[config.mk]
export PLATFORM = sky130hd
export DESIGN_NAME = servo_command_priority_mux_core
export DESIGN_NICKNAME = d
export VERILOG_FILES = /design/src/rtl/scpm_pkg.sv /design/src/rtl/scpm_ctrl.sv /design/src/rtl/scpm_datapath.sv /design/src/rtl/servo_command_priority_mux_core.sv
export SDC_FILE = /design/constraint.sdc
export NUM_CORES = 2
export LEC_CHECK = 0
export BUFFER_PORTS_ARGS = -buffer_cell sky130_fd_sc_hd__buf_4
export CAP_MARGIN = 0
export CORE_ASPECT_RATIO = 0.6
export CORE_MARGIN = 2
export CORE_UTILIZATION = 25
export CTS_BUF_LIST = sky130_fd_sc_hd__clkbuf_4 sky130_fd_sc_hd__clkbuf_8
export CTS_CLUSTER_DIAMETER = 30
export CTS_CLUSTER_SIZE = 30
export DETAILED_ROUTE_END_ITERATION = 8
export PLACE_DENSITY_LB_ADDON = 0.25
export SYNTH_ARGS = -nofsm -noshare
export SYNTH_HDL_FRONTEND = slang
export SYNTH_SLANG_ARGS = --single-unit
[constraint.sdc]
create_clock -name clock -period 11.6 [get_ports clock]
set_clock_uncertainty 0.15 [all_clocks]
set_input_delay 0.58 -clock clock [delete_from_list [all_inputs] [get_ports clock]]
set_output_delay 0.58 -clock clock [all_outputs]
set_load 0.01 [all_outputs]
[src/rtl/scpm_pkg.sv]
// Package for the servo command priority mux: widths, codes, states and the
// calibration reset word. No dependencies.
`default_nettype none
package scpm_pkg;
   localparam int NumSlotsDefault    = 8;
   localparam int NumRunstopsDefault = 8;
   localparam int AgeBitsDefault     = 16;
   localparam int CalW   = 44;
   localparam int ValW   = 16;
   localparam int PulseW = 14;
   localparam int SrcW   = 4;

   localparam logic [1:0] CMD_COMMANDER = 2'd0;
   localparam logic [1:0] CMD_RUNSTOP   = 2'd1;
   localparam logic [1:0] CMD_TICK      = 2'd2;

   localparam logic [2:0] REG_CMD_AGE  = 3'd0;
   localparam logic [2:0] REG_RS_AGE   = 3'd1;
   localparam logic [2:0] REG_THR_CAL  = 3'd2;
   localparam logic [2:0] REG_STR_CAL  = 3'd3;
   localparam logic [2:0] REG_BRK_CAL  = 3'd4;

   localparam logic [SrcW-1:0] SRC_NONE = 4'd8;
   localparam logic [SrcW-1:0] SRC_STOP = 4'd9;

   localparam logic [15:0]     AGE_LIMIT_RESET = 16'd50;
   localparam logic [CalW-1:0] CAL_RESET       = 44'd9332980319708;
   localparam logic signed [ValW-1:0] ONE_Q14  = 16'sd16384;

   typedef enum logic [2:0] {
      ST_IDLE, ST_SCAN, ST_PULSE_T, ST_PULSE_S, ST_PULSE_B, ST_DONE
   } state_type;

   // Commands from the controller to the datapath.
   typedef struct packed {
      logic       write_cmd;
      logic       write_rs;
      logic       scan_start;
      logic       scan_step;
      logic [1:0] pulse_sel;
      logic       pulse_go;
      logic       age_all;
      logic       emit;
   } ctl_type;

   // Status from the datapath.
   typedef struct packed {
      logic scan_last;
   } stat_type;
endpackage
`default_nettype wire

[src/rtl/scpm_ctrl.sv]
// Sequencer for the servo command priority mux. Walks a tick through the
// slot scan and three pulse multiplies. Depends on scpm_pkg.
`default_nettype none
module scpm_ctrl import scpm_pkg::*; (
   input  wire logic       clock,
   input  wire logic       reset,
   input  wire logic       start,
   input  wire logic [1:0] req_cmd,
   input  wire stat_type   stat,
   output logic            busy,
   output ctl_type         ctl
);
   state_type state_ff, state_in;

   always_ff @(posedge clock) begin
      if (reset) state_ff <= ST_IDLE;
      else state_ff <= state_in;
   end

   always_comb begin
      state_in = state_ff;
      ctl = '0;
      busy = (state_ff != ST_IDLE);
      unique case (state_ff)
         ST_IDLE: begin
            if (start) begin
               ctl.write_cmd = (req_cmd == CMD_COMMANDER);
               ctl.write_rs  = (req_cmd == CMD_RUNSTOP);
               if (req_cmd == CMD_TICK) begin
                  ctl.scan_start = 1'b1;
                  state_in = ST_SCAN;
               end
            end
         end
         ST_SCAN: begin
            ctl.scan_step = 1'b1;
            if (stat.scan_last) state_in = ST_PULSE_T;
         end
         ST_PULSE_T: begin
            ctl.pulse_go = 1'b1; ctl.pulse_sel = 2'd0; state_in = ST_PULSE_S;
         end
         ST_PULSE_S: begin
            ctl.pulse_go = 1'b1; ctl.pulse_sel = 2'd1; state_in = ST_PULSE_B;
         end
         ST_PULSE_B: begin
            ctl.pulse_go = 1'b1; ctl.pulse_sel = 2'd2; state_in = ST_DONE;
         end
         ST_DONE: begin
            ctl.emit = 1'b1;
            ctl.age_all = 1'b1;
            state_in = ST_IDLE;
         end
         default: state_in = ST_IDLE;
      endcase
   end
endmodule
`default_nettype wire

[src/rtl/scpm_datapath.sv]
// Datapath for the servo command priority mux: slot and runstop stores,
// priority scan over cycles, shared pulse multiplier. Depends on scpm_pkg.
`default_nettype none
module scpm_datapath import scpm_pkg::*; #(
   parameter int NUM_SLOTS    = NumSlotsDefault,
   parameter int NUM_RUNSTOPS = NumRunstopsDefault,
   parameter int AGE_BITS     = AgeBitsDefault
) (
   input  wire logic                   clock,
   input  wire logic                   reset,
   input  wire ctl_type                ctl,
   output stat_type                    stat,
   input  wire logic [2:0]             req_slot,
   input  wire logic signed [ValW-1:0] req_throttle_in,
   input  wire logic signed [ValW-1:0] req_steering_in,
   input  wire logic signed [ValW-1:0] req_brake_in,
   input  wire logic                   req_motion_ok_in,
   input  wire logic                   csr_we,
   input  wire logic [2:0]             csr_index,
   input  wire logic [CalW-1:0]        csr_data,
   output logic                        rsp_motion_enabled,
   output logic [SrcW-1:0]             rsp_throttle_source,
   output logic signed [ValW-1:0]      rsp_throttle_value,
   output logic [PulseW-1:0]           rsp_throttle_pulse,
   output logic [SrcW-1:0]             rsp_steering_source,
   output logic signed [ValW-1:0]      rsp_steering_value,
   output logic [PulseW-1:0]           rsp_steering_pulse,
   output logic [SrcW-1:0]             rsp_brake_source,
   output logic [ValW-2:0]             rsp_brake_value,
   output logic [PulseW-1:0]           rsp_brake_pulse
);
   localparam int SlotIdxW = (NUM_SLOTS > 1) ? $clog2(NUM_SLOTS) : 1;
   localparam int RsIdxW   = (NUM_RUNSTOPS > 1) ? $clog2(NUM_RUNSTOPS) : 1;
   localparam logic [AGE_BITS-1:0] AgeMax = '1;

   logic [15:0]     cmd_age_lim_ff, rs_age_lim_ff;
   logic [CalW-1:0] cal_ff [3];

   logic signed [ValW-1:0] thr_ff [NUM_SLOTS];
   logic signed [ValW-1:0] str_ff [NUM_SLOTS];
   logic signed [ValW-1:0] brk_ff [NUM_SLOTS];
   logic [AGE_BITS-1:0]    sage_ff [NUM_SLOTS];
   logic [NUM_RUNSTOPS-1:0] seen_ff, en_ff;
   logic [AGE_BITS-1:0]    rage_ff [NUM_RUNSTOPS];

   logic [SlotIdxW-1:0] idx_ff;
   logic motion_ff;
   logic t_found_ff, s_found_ff, b_found_ff;
   logic [SrcW-1:0] tsrc_ff, ssrc_ff, bsrc_ff;
   logic signed [ValW-1:0] tval_ff, sval_ff, bval_ff;
   logic [PulseW-1:0] tp_ff, sp_ff, bp_ff;

   // Configuration registers.
   always_ff @(posedge clock) begin
      if (reset) begin
         cmd_age_lim_ff <= AGE_LIMIT_RESET;
         rs_age_lim_ff  <= AGE_LIMIT_RESET;
         for (int k = 0; k < 3; k++) cal_ff[k] <= CAL_RESET;
      end else if (csr_we) begin
         unique case (csr_index)
            REG_CMD_AGE: cmd_age_lim_ff <= csr_data[15:0];
            REG_RS_AGE:  rs_age_lim_ff  <= csr_data[15:0];
            REG_THR_CAL: cal_ff[0] <= csr_data;
            REG_STR_CAL: cal_ff[1] <= csr_data;
            REG_BRK_CAL: cal_ff[2] <= csr_data;
            default: ;
         endcase
      end
   end

   // Runstop evaluation is a narrow reduction over the source bits.
   logic [NUM_RUNSTOPS-1:0] rs_stop;
   always_comb begin
      for (int r = 0; r < NUM_RUNSTOPS; r++)
         rs_stop[r] = seen_ff[r] && !en_ff[r] &&
                      (32'(rage_ff[r]) < 32'(rs_age_lim_ff));
   end
   wire any_stop = |rs_stop;
   wire motion_now = (|seen_ff) && !any_stop;

   // Current scan slot.
   wire signed [ValW-1:0] cur_t = thr_ff[idx_ff];
   wire signed [ValW-1:0] cur_s = str_ff[idx_ff];
   wire signed [ValW-1:0] cur_b = brk_ff[idx_ff];
   wire cur_fresh = (32'(sage_ff[idx_ff]) < 32'(cmd_age_lim_ff));
   wire t_ok = cur_fresh && cur_t <= ONE_Q14 && cur_t >= -ONE_Q14;
   wire s_ok = cur_fresh && cur_s <= ONE_Q14 && cur_s >= -ONE_Q14;
   wire b_ok = cur_fresh && cur_b <= ONE_Q14 && cur_b >= 0;
   wire [SrcW-1:0] cur_src = SrcW'(idx_ff);

   assign stat.scan_last = (idx_ff == SlotIdxW'(NUM_SLOTS - 1));

   // Pulse unit: one multiply per cycle, shared across channels.
   logic [CalW-1:0] pcal;
   logic signed [ValW-1:0] pval;
   logic pdrive;
   always_comb begin
      unique case (ctl.pulse_sel)
         2'd0: begin pcal = cal_ff[0]; pval = tval_ff; pdrive = t_found_ff; end
         2'd1: begin pcal = cal_ff[1]; pval = sval_ff; pdrive = s_found_ff; end
         default: begin pcal = cal_ff[2]; pval = bval_ff; pdrive = b_found_ff; end
      endcase
   end
   logic signed [16:0] p;
   logic signed [15:0] span;
   logic signed [33:0] prod;
   logic signed [35:0] num;
   logic [PulseW-1:0]  pulse;
   always_comb begin
      p = pcal[42] ? -{pval[15], pval} : {pval[15], pval};
      if (p > 0) span = $signed({2'b00, pcal[41:28]}) - $signed({2'b00, pcal[13:0]});
      else       span = $signed({2'b00, pcal[13:0]}) - $signed({2'b00, pcal[27:14]});
      prod = p * span;
      num = $signed({6'd0, pcal[13:0], 16'd0}) + (36'(prod) <<< 2);
      if (!pcal[43] || !pdrive || num < 0) pulse = '0;
      else if (num[35:14] > 22'd16383) pulse = '1;
      else pulse = num[27:14];
   end

   always_ff @(posedge clock) begin
      if (reset) begin
         for (int k = 0; k < NUM_SLOTS; k++) begin
            thr_ff[k] <= '0; str_ff[k] <= '0; brk_ff[k] <= '0; sage_ff[k] <= AgeMax;
         end
         seen_ff <= '0;
         en_ff   <= '0;
         for (int k = 0; k < NUM_RUNSTOPS; k++) rage_ff[k] <= AgeMax;
      end else begin
         if (ctl.write_cmd && 32'(req_slot) < NUM_SLOTS) begin
            thr_ff[req_slot[SlotIdxW-1:0]]  <= req_throttle_in;
            str_ff[req_slot[SlotIdxW-1:0]]  <= req_steering_in;
            brk_ff[req_slot[SlotIdxW-1:0]]  <= req_brake_in;
            sage_ff[req_slot[SlotIdxW-1:0]] <= '0;
         end
         if (ctl.write_rs && 32'(req_slot) < NUM_RUNSTOPS) begin
            seen_ff[req_slot[RsIdxW-1:0]] <= 1'b1;
            en_ff[req_slot[RsIdxW-1:0]]   <= req_motion_ok_in;
            rage_ff[req_slot[RsIdxW-1:0]] <= '0;
         end
         if (ctl.age_all) begin
            for (int k = 0; k < NUM_SLOTS; k++)
               if (sage_ff[k] != AgeMax) sage_ff[k] <= sage_ff[k] + 1'b1;
            for (int k = 0; k < NUM_RUNSTOPS; k++)
               if (rage_ff[k] != AgeMax) rage_ff[k] <= rage_ff[k] + 1'b1;
         end
      end
   end

   // Scan and pulse result registers.
   always_ff @(posedge clock) begin
      if (ctl.scan_start) begin
         idx_ff <= '0;
         motion_ff <= motion_now;
         t_found_ff <= 1'b0; s_found_ff <= 1'b0; b_found_ff <= 1'b0;
         tsrc_ff <= any_stop ? SRC_STOP : SRC_NONE;
         ssrc_ff <= SRC_NONE; bsrc_ff <= SRC_NONE;
         tval_ff <= '0; sval_ff <= '0; bval_ff <= '0;
      end else if (ctl.scan_step) begin
         idx_ff <= idx_ff + 1'b1;
         if (!t_found_ff && motion_ff && t_ok) begin
            t_found_ff <= 1'b1; tsrc_ff <= cur_src; tval_ff <= cur_t;
         end
         if (!s_found_ff && s_ok) begin
            s_found_ff <= 1'b1; ssrc_ff <= cur_src; sval_ff <= cur_s;
         end
         if (!b_found_ff && b_ok) begin
            b_found_ff <= 1'b1; bsrc_ff <= cur_src; bval_ff <= cur_b;
         end
      end
      if (ctl.pulse_go) begin
         unique case (ctl.pulse_sel)
            2'd0: tp_ff <= pulse;
            2'd1: sp_ff <= pulse;
            default: bp_ff <= pulse;
         endcase
      end
   end

   assign rsp_motion_enabled  = motion_ff;
   assign rsp_throttle_source = tsrc_ff;
   assign rsp_throttle_value  = tval_ff;
   assign rsp_throttle_pulse  = tp_ff;
   assign rsp_steering_source = ssrc_ff;
   assign rsp_steering_value  = sval_ff;
   assign rsp_steering_pulse  = sp_ff;
   assign rsp_brake_source    = bsrc_ff;
   assign rsp_brake_value     = bval_ff[ValW-2:0];
   assign rsp_brake_pulse     = bp_ff;
endmodule
`default_nettype wire

[src/rtl/servo_command_priority_mux_core.sv]
// Top level of the servo command priority mux: sequencer plus datapath.
// Depends on scpm_pkg, scpm_ctrl and scpm_datapath.
//
//   channel   handshake              word carried
//   req_      start / busy           cmd, slot, three Q2.14 values, motion bit
//   rsp_      rsp_valid strobe       motion flag, source/value/pulse per servo
//   csr_      csr_valid / csr_ready  register index and data
//
// An update is stored on the edge that accepts it. A tick latches the runstop
// verdict, scans the slots in turn for the priority winners, runs three pulse
// multiplies on the shared multiplier, and ends with rsp_valid high for a
// single cycle. The stores reset at once; there is no clearing pass. The
// receiver cannot stall, and configuration is accepted every cycle.
`default_nettype none
module servo_command_priority_mux_core import scpm_pkg::*; #(
   parameter int NUM_SLOTS    = NumSlotsDefault,
   parameter int NUM_RUNSTOPS = NumRunstopsDefault,
   parameter int AGE_BITS     = AgeBitsDefault
) (
   input  wire logic                   clock,
   input  wire logic                   reset,
   input  wire logic                   start,
   output logic                        busy,
   input  wire logic [1:0]             req_cmd,
   input  wire logic [2:0]             req_slot,
   input  wire logic signed [ValW-1:0] req_throttle_in,
   input  wire logic signed [ValW-1:0] req_steering_in,
   input  wire logic signed [ValW-1:0] req_brake_in,
   input  wire logic                   req_motion_ok_in,
   output logic                        rsp_valid,
   output logic                        rsp_motion_enabled,
   output logic [SrcW-1:0]             rsp_throttle_source,
   output logic signed [ValW-1:0]      rsp_throttle_value,
   output logic [PulseW-1:0]           rsp_throttle_pulse,
   output logic [SrcW-1:0]             rsp_steering_source,
   output logic signed [ValW-1:0]      rsp_steering_value,
   output logic [PulseW-1:0]           rsp_steering_pulse,
   output logic [SrcW-1:0]             rsp_brake_source,
   output logic [ValW-2:0]             rsp_brake_value,
   output logic [PulseW-1:0]           rsp_brake_pulse,
   input  wire logic                   csr_valid,
   output logic                        csr_ready,
   input  wire logic [2:0]             csr_index,
   input  wire logic [CalW-1:0]        csr_data
);
   ctl_type  ctl;
   stat_type stat;

   // Registers can be written at any time; the host is bound to write only when idle, and the block leaves this to it.
   assign csr_ready = 1'b1;
   assign rsp_valid = ctl.emit;

   scpm_ctrl u_ctrl (
      .clock, .reset, .start, .req_cmd, .stat, .busy, .ctl
   );

   scpm_datapath #(
      .NUM_SLOTS(NUM_SLOTS), .NUM_RUNSTOPS(NUM_RUNSTOPS), .AGE_BITS(AGE_BITS)
   ) u_dp (
      .clock, .reset, .ctl, .stat,
      .req_slot, .req_throttle_in, .req_steering_in, .req_brake_in, .req_motion_ok_in,
      .csr_we(csr_valid && csr_ready), .csr_index, .csr_data,
      .rsp_motion_enabled, .rsp_throttle_source, .rsp_throttle_value,
      .rsp_throttle_pulse, .rsp_steering_source, .rsp_steering_value,
      .rsp_steering_pulse, .rsp_brake_source, .rsp_brake_value, .rsp_brake_pulse
   );
endmodule
`default_nettype wire

==> key figures <==
Run status
  – Outcome: finished clean

Synth
  – Cell with the most instances after synthesis: edfxtp_1
  – Cell area after synthesis: 56,300 µm²
  – Number of unique standard cell types used by synthesis: 83
  – Share of the synthesized area in the top cell type: 30.0%
  – Flop and latch count out of synthesis: 935
  – Average size of a mapped cell: 10.9 µm²
  – Proportion of synthesized chip area in sequential cells: 43.2%
  – Syn nets: 5,830
  – Commonest cells in the netlist: edfxtp_1 (563), and2_1 (449), inv_1 (409), nand2_1 (384), dfxtp_1 (372)
  – Number of synthesized flops with an enable pin: 563
  – Library cell occupying the most area in the post-synthesis netlist: edfxtp_1
  – Synth async-reset ratio: 0%
  – Total number of yosys warnings: 0
  – Largest cells by area after synthesis: edfxtp_1 (30%), dfxtp_1 (13%), fa_1 (9.9%)
  – Synthesized netlist cell count: 5,170
  – Primary FF master, synth: edfxtp_1

Die
  – Initial cell density of the core: 25.2%
  – Die X-Extent: 617 µm
  – DIE AREA: 229,000 µm²
  – Floorplan core area: 223,000 µm²
  – Row count: 134
  – Top Ports: 210
  – Die Height: 372 µm

Timing
  – Worst slew margin relative to its limit: 18.8%
  – Achievable Freq: 86.8 MHz
  – Period utilization: 99.4%
  – Final Critical Period: 11,530 ps
  – Worst hold slack: 103 ps
  – Number of hold violations in the final report: 0
  – Setup Viol. Count Final: 0
  – Sum of negative setup slack: 0 ps
  – RSZ-0062 raised after global routing: true
  – Post-layout worst setup margin: 74.1 ps
  – Transition at the pin with the smallest max-transition slack: 1210 ps
  – Max-slew violation count: 0

Critical path
  – Crit path capture type: flop
  – Worst endpoint required time: 12,080 ps
  – R2R Setup Slk: 70 ps
  – Kind of cell adding the most delay to the critical path: adder cells
  – Startpoint-to-endpoint class of the critical path: flop to flop
  – Peak fanout along the critical path: 8
  – Crit path buf inv count: 14
  – Master of the slowest instance on the critical path: fa_1
  – Startpoint class of the critical path: flop
  – Largest stage delay on the critical path: 620 ps
  – Worst Path Arrival: 12,000 ps
  – Cell mode on critical path: buf_6

CTS
  – H-tree levels: 4
  – Skew-Pair Late Insertion Delay: 950 ps
  – Clock buffers created by TritonCTS: 208
  – CTS tree: yes
  – Sink Count: 935
  – Clk Tree Root Cell: clkbuf_8
  – Largest buffer count on any clock path: 3
  – Post-CTS clock slew at the launch and capture registers of the worst setup and hold paths: 60 ps

Worst hold path
  – Worst Hold Class: input pin to flop

Placement
  – Routability congestion estimate from global placement: 0.888
  – Number of buffers inserted by port buffering: 208
  – Sum of net half-perimeters after detailed placement: 132,000 µm
  – Placed Cells: 8,561
  – Worst setup timing slack at the placement stage: -653 ps
  – Placed Area: 64,300 µm²

Power
  – Worst IR Drop VDD: 0.000522 V
  – Switching power: 9.04 mW
  – PD cells: 300 nW/µm²
  – Total power after layout: 21.6 mW
  – Internal power: 12.6 mW
  – Seq pwr share: 17.7%
  – Proportion of power drawn by combinational gates: 62.3%
  – Leak: 28.8 nW
  – Switching Share: 41.8%
  – Part of the power in the clock network: 20.0%

GRT
  – Wire length of the first global-routing pass: 275,000 µm
  – Grt total ovfl: 0
  – Vias in the first global route: 41,988
  – Total routing resource utilization after global routing: 15.9%
  – Maximum number of pins on one net before global-route repair: 113
  – Initial antenna violation count: 22

Final layout
  – End-of-flow core utilization: 32.3%
  – Layout overhead on the synthesized area: 28.0%
  – Cell Count, Final, Fillers Out: 9,119
  – Number of inserted filler cells in the final layout: 22,451
  – Fraction of layout instances using a drive strength above 1: 24.7%
  – Design Area, Final: 72,100 µm²
  – Post-layout net count: 6,598

Detailed routing
  – Via count normalized by instance count: 4.57
  – Wire length reported by the detailed router: 185,000 µm
  – Total via count in the routed design: 41,657
  – DRT iter0 DRCs: 3,612
  – Count of nets left with antenna violations after detail routing: 0
  – Residual DRC count: 0
  – WL per Instance: 20.3 µm
  – First-pass DRT Iterations: 8

Run
  – Maximum capacitance violations: 0
## cell families (layout without fill, tap and decap cells)
group                      after synthesis  after routing  share of synthesized area [%]
AOI/OAI and AO/OA                      826            826                           9.11
xor gates and xnor gates               313            313                           4.87
adders and majority gates              555            555                           16.0
buffers and inverters                  650           1602                           4.58
DFF                                    935            935                           43.2
muxes                                  255            255                           7.46
other                                    1              6                        0.00666
and+or+nand+nor                       1635           1635                           14.7
## power by group through the flow
| stage | clock network [mW] | logic (mW) | registers, mW |
|---|---|---|---|
| 3_5_place_dp | 0 | 11.9 | 3.89 |
| 5_1_grt | 4.60 | 14.8 | 3.84 |
| 4_1_cts | 4.44 | 12.9 | 3.82 |
| 2_1_floorplan | 0 | 6.51 | 3.78 |
| 3_3_place_gp | 0 | 11.9 | 3.89 |
| 6_report | 4.33 | 13.5 | 3.83 |
## layout by cell type, fill, tap and decap left out, types with 128 or more instances in the layout
cell type and n:
clkbuf_8 218, edfxtp_1 563, xnor2_1 130, mux4_2 128, ha_1 256, buf_4 648, and2_1 445, xor2_1 181
o21ai_0 189, a21oi_1 231, nor2_1 345, fa_1 260, nand2_1 373, dfxtp_1 366, inv_1 391
## area by class of cell
cell class | count | area [µm²] | area share (%)
tap | 2992 | 3740 | 5.19
antenna | 5 | 12.5 | 0.0174
clock inverter | 150 | 1810 | 2.51
clock buffer | 244 | 3200 | 4.43
timing repair buffer | 795 | 6660 | 9.23
sequential | 935 | 24400 | 33.8
multi-input combinational | 3585 | 30800 | 42.7
inverter | 413 | 1560 | 2.17
## worst paths after layout
path	startpoint	cells past startpoint	end
max	u_ctrl.state_ff[0]	52	u_dp.rsp_steering_pulse[6]
max reg2reg	u_ctrl.state_ff[0]	52	u_dp.rsp_steering_pulse[6]
min	csr_data[28]	2	u_dp.cal_ff[0][28]
min reg2reg	u_dp.rsp_brake_source[3]	2	u_dp.rsp_brake_source[3]
## what timing repair did
item                       4_1_cts  5_1_grt
setup endpoints to repair       42       42
pin swaps                       73      131
gates resized for setup        127      158
hold endpoints to repair       565        0
cloned                           3        2
buffers inserted                28       28
hold buffers                    98        0
## routing by layer
metal / track usage [%] / routed length (µm) / vias to the layer above
met3: 2.80 / 10000 / 236
met5: 0 / 13 / -
met1: 23.4 / 91300 / 20795
met4: 2.82 / 2760 / 2
li1: - / - / 19585
met2: 24.3 / 81300 / 1039
## flip-flops by register name, indices dropped and copies added, names as in the netlist, 128 cells and up, named ones only
name	cells
u_dp.cal_ff	132
u_dp.brk_ff	128
u_dp.rage_ff	128
u_dp.sage_ff	128
u_dp.str_ff	128
u_dp.thr_ff	128
(Power assumes the default switching activity.)
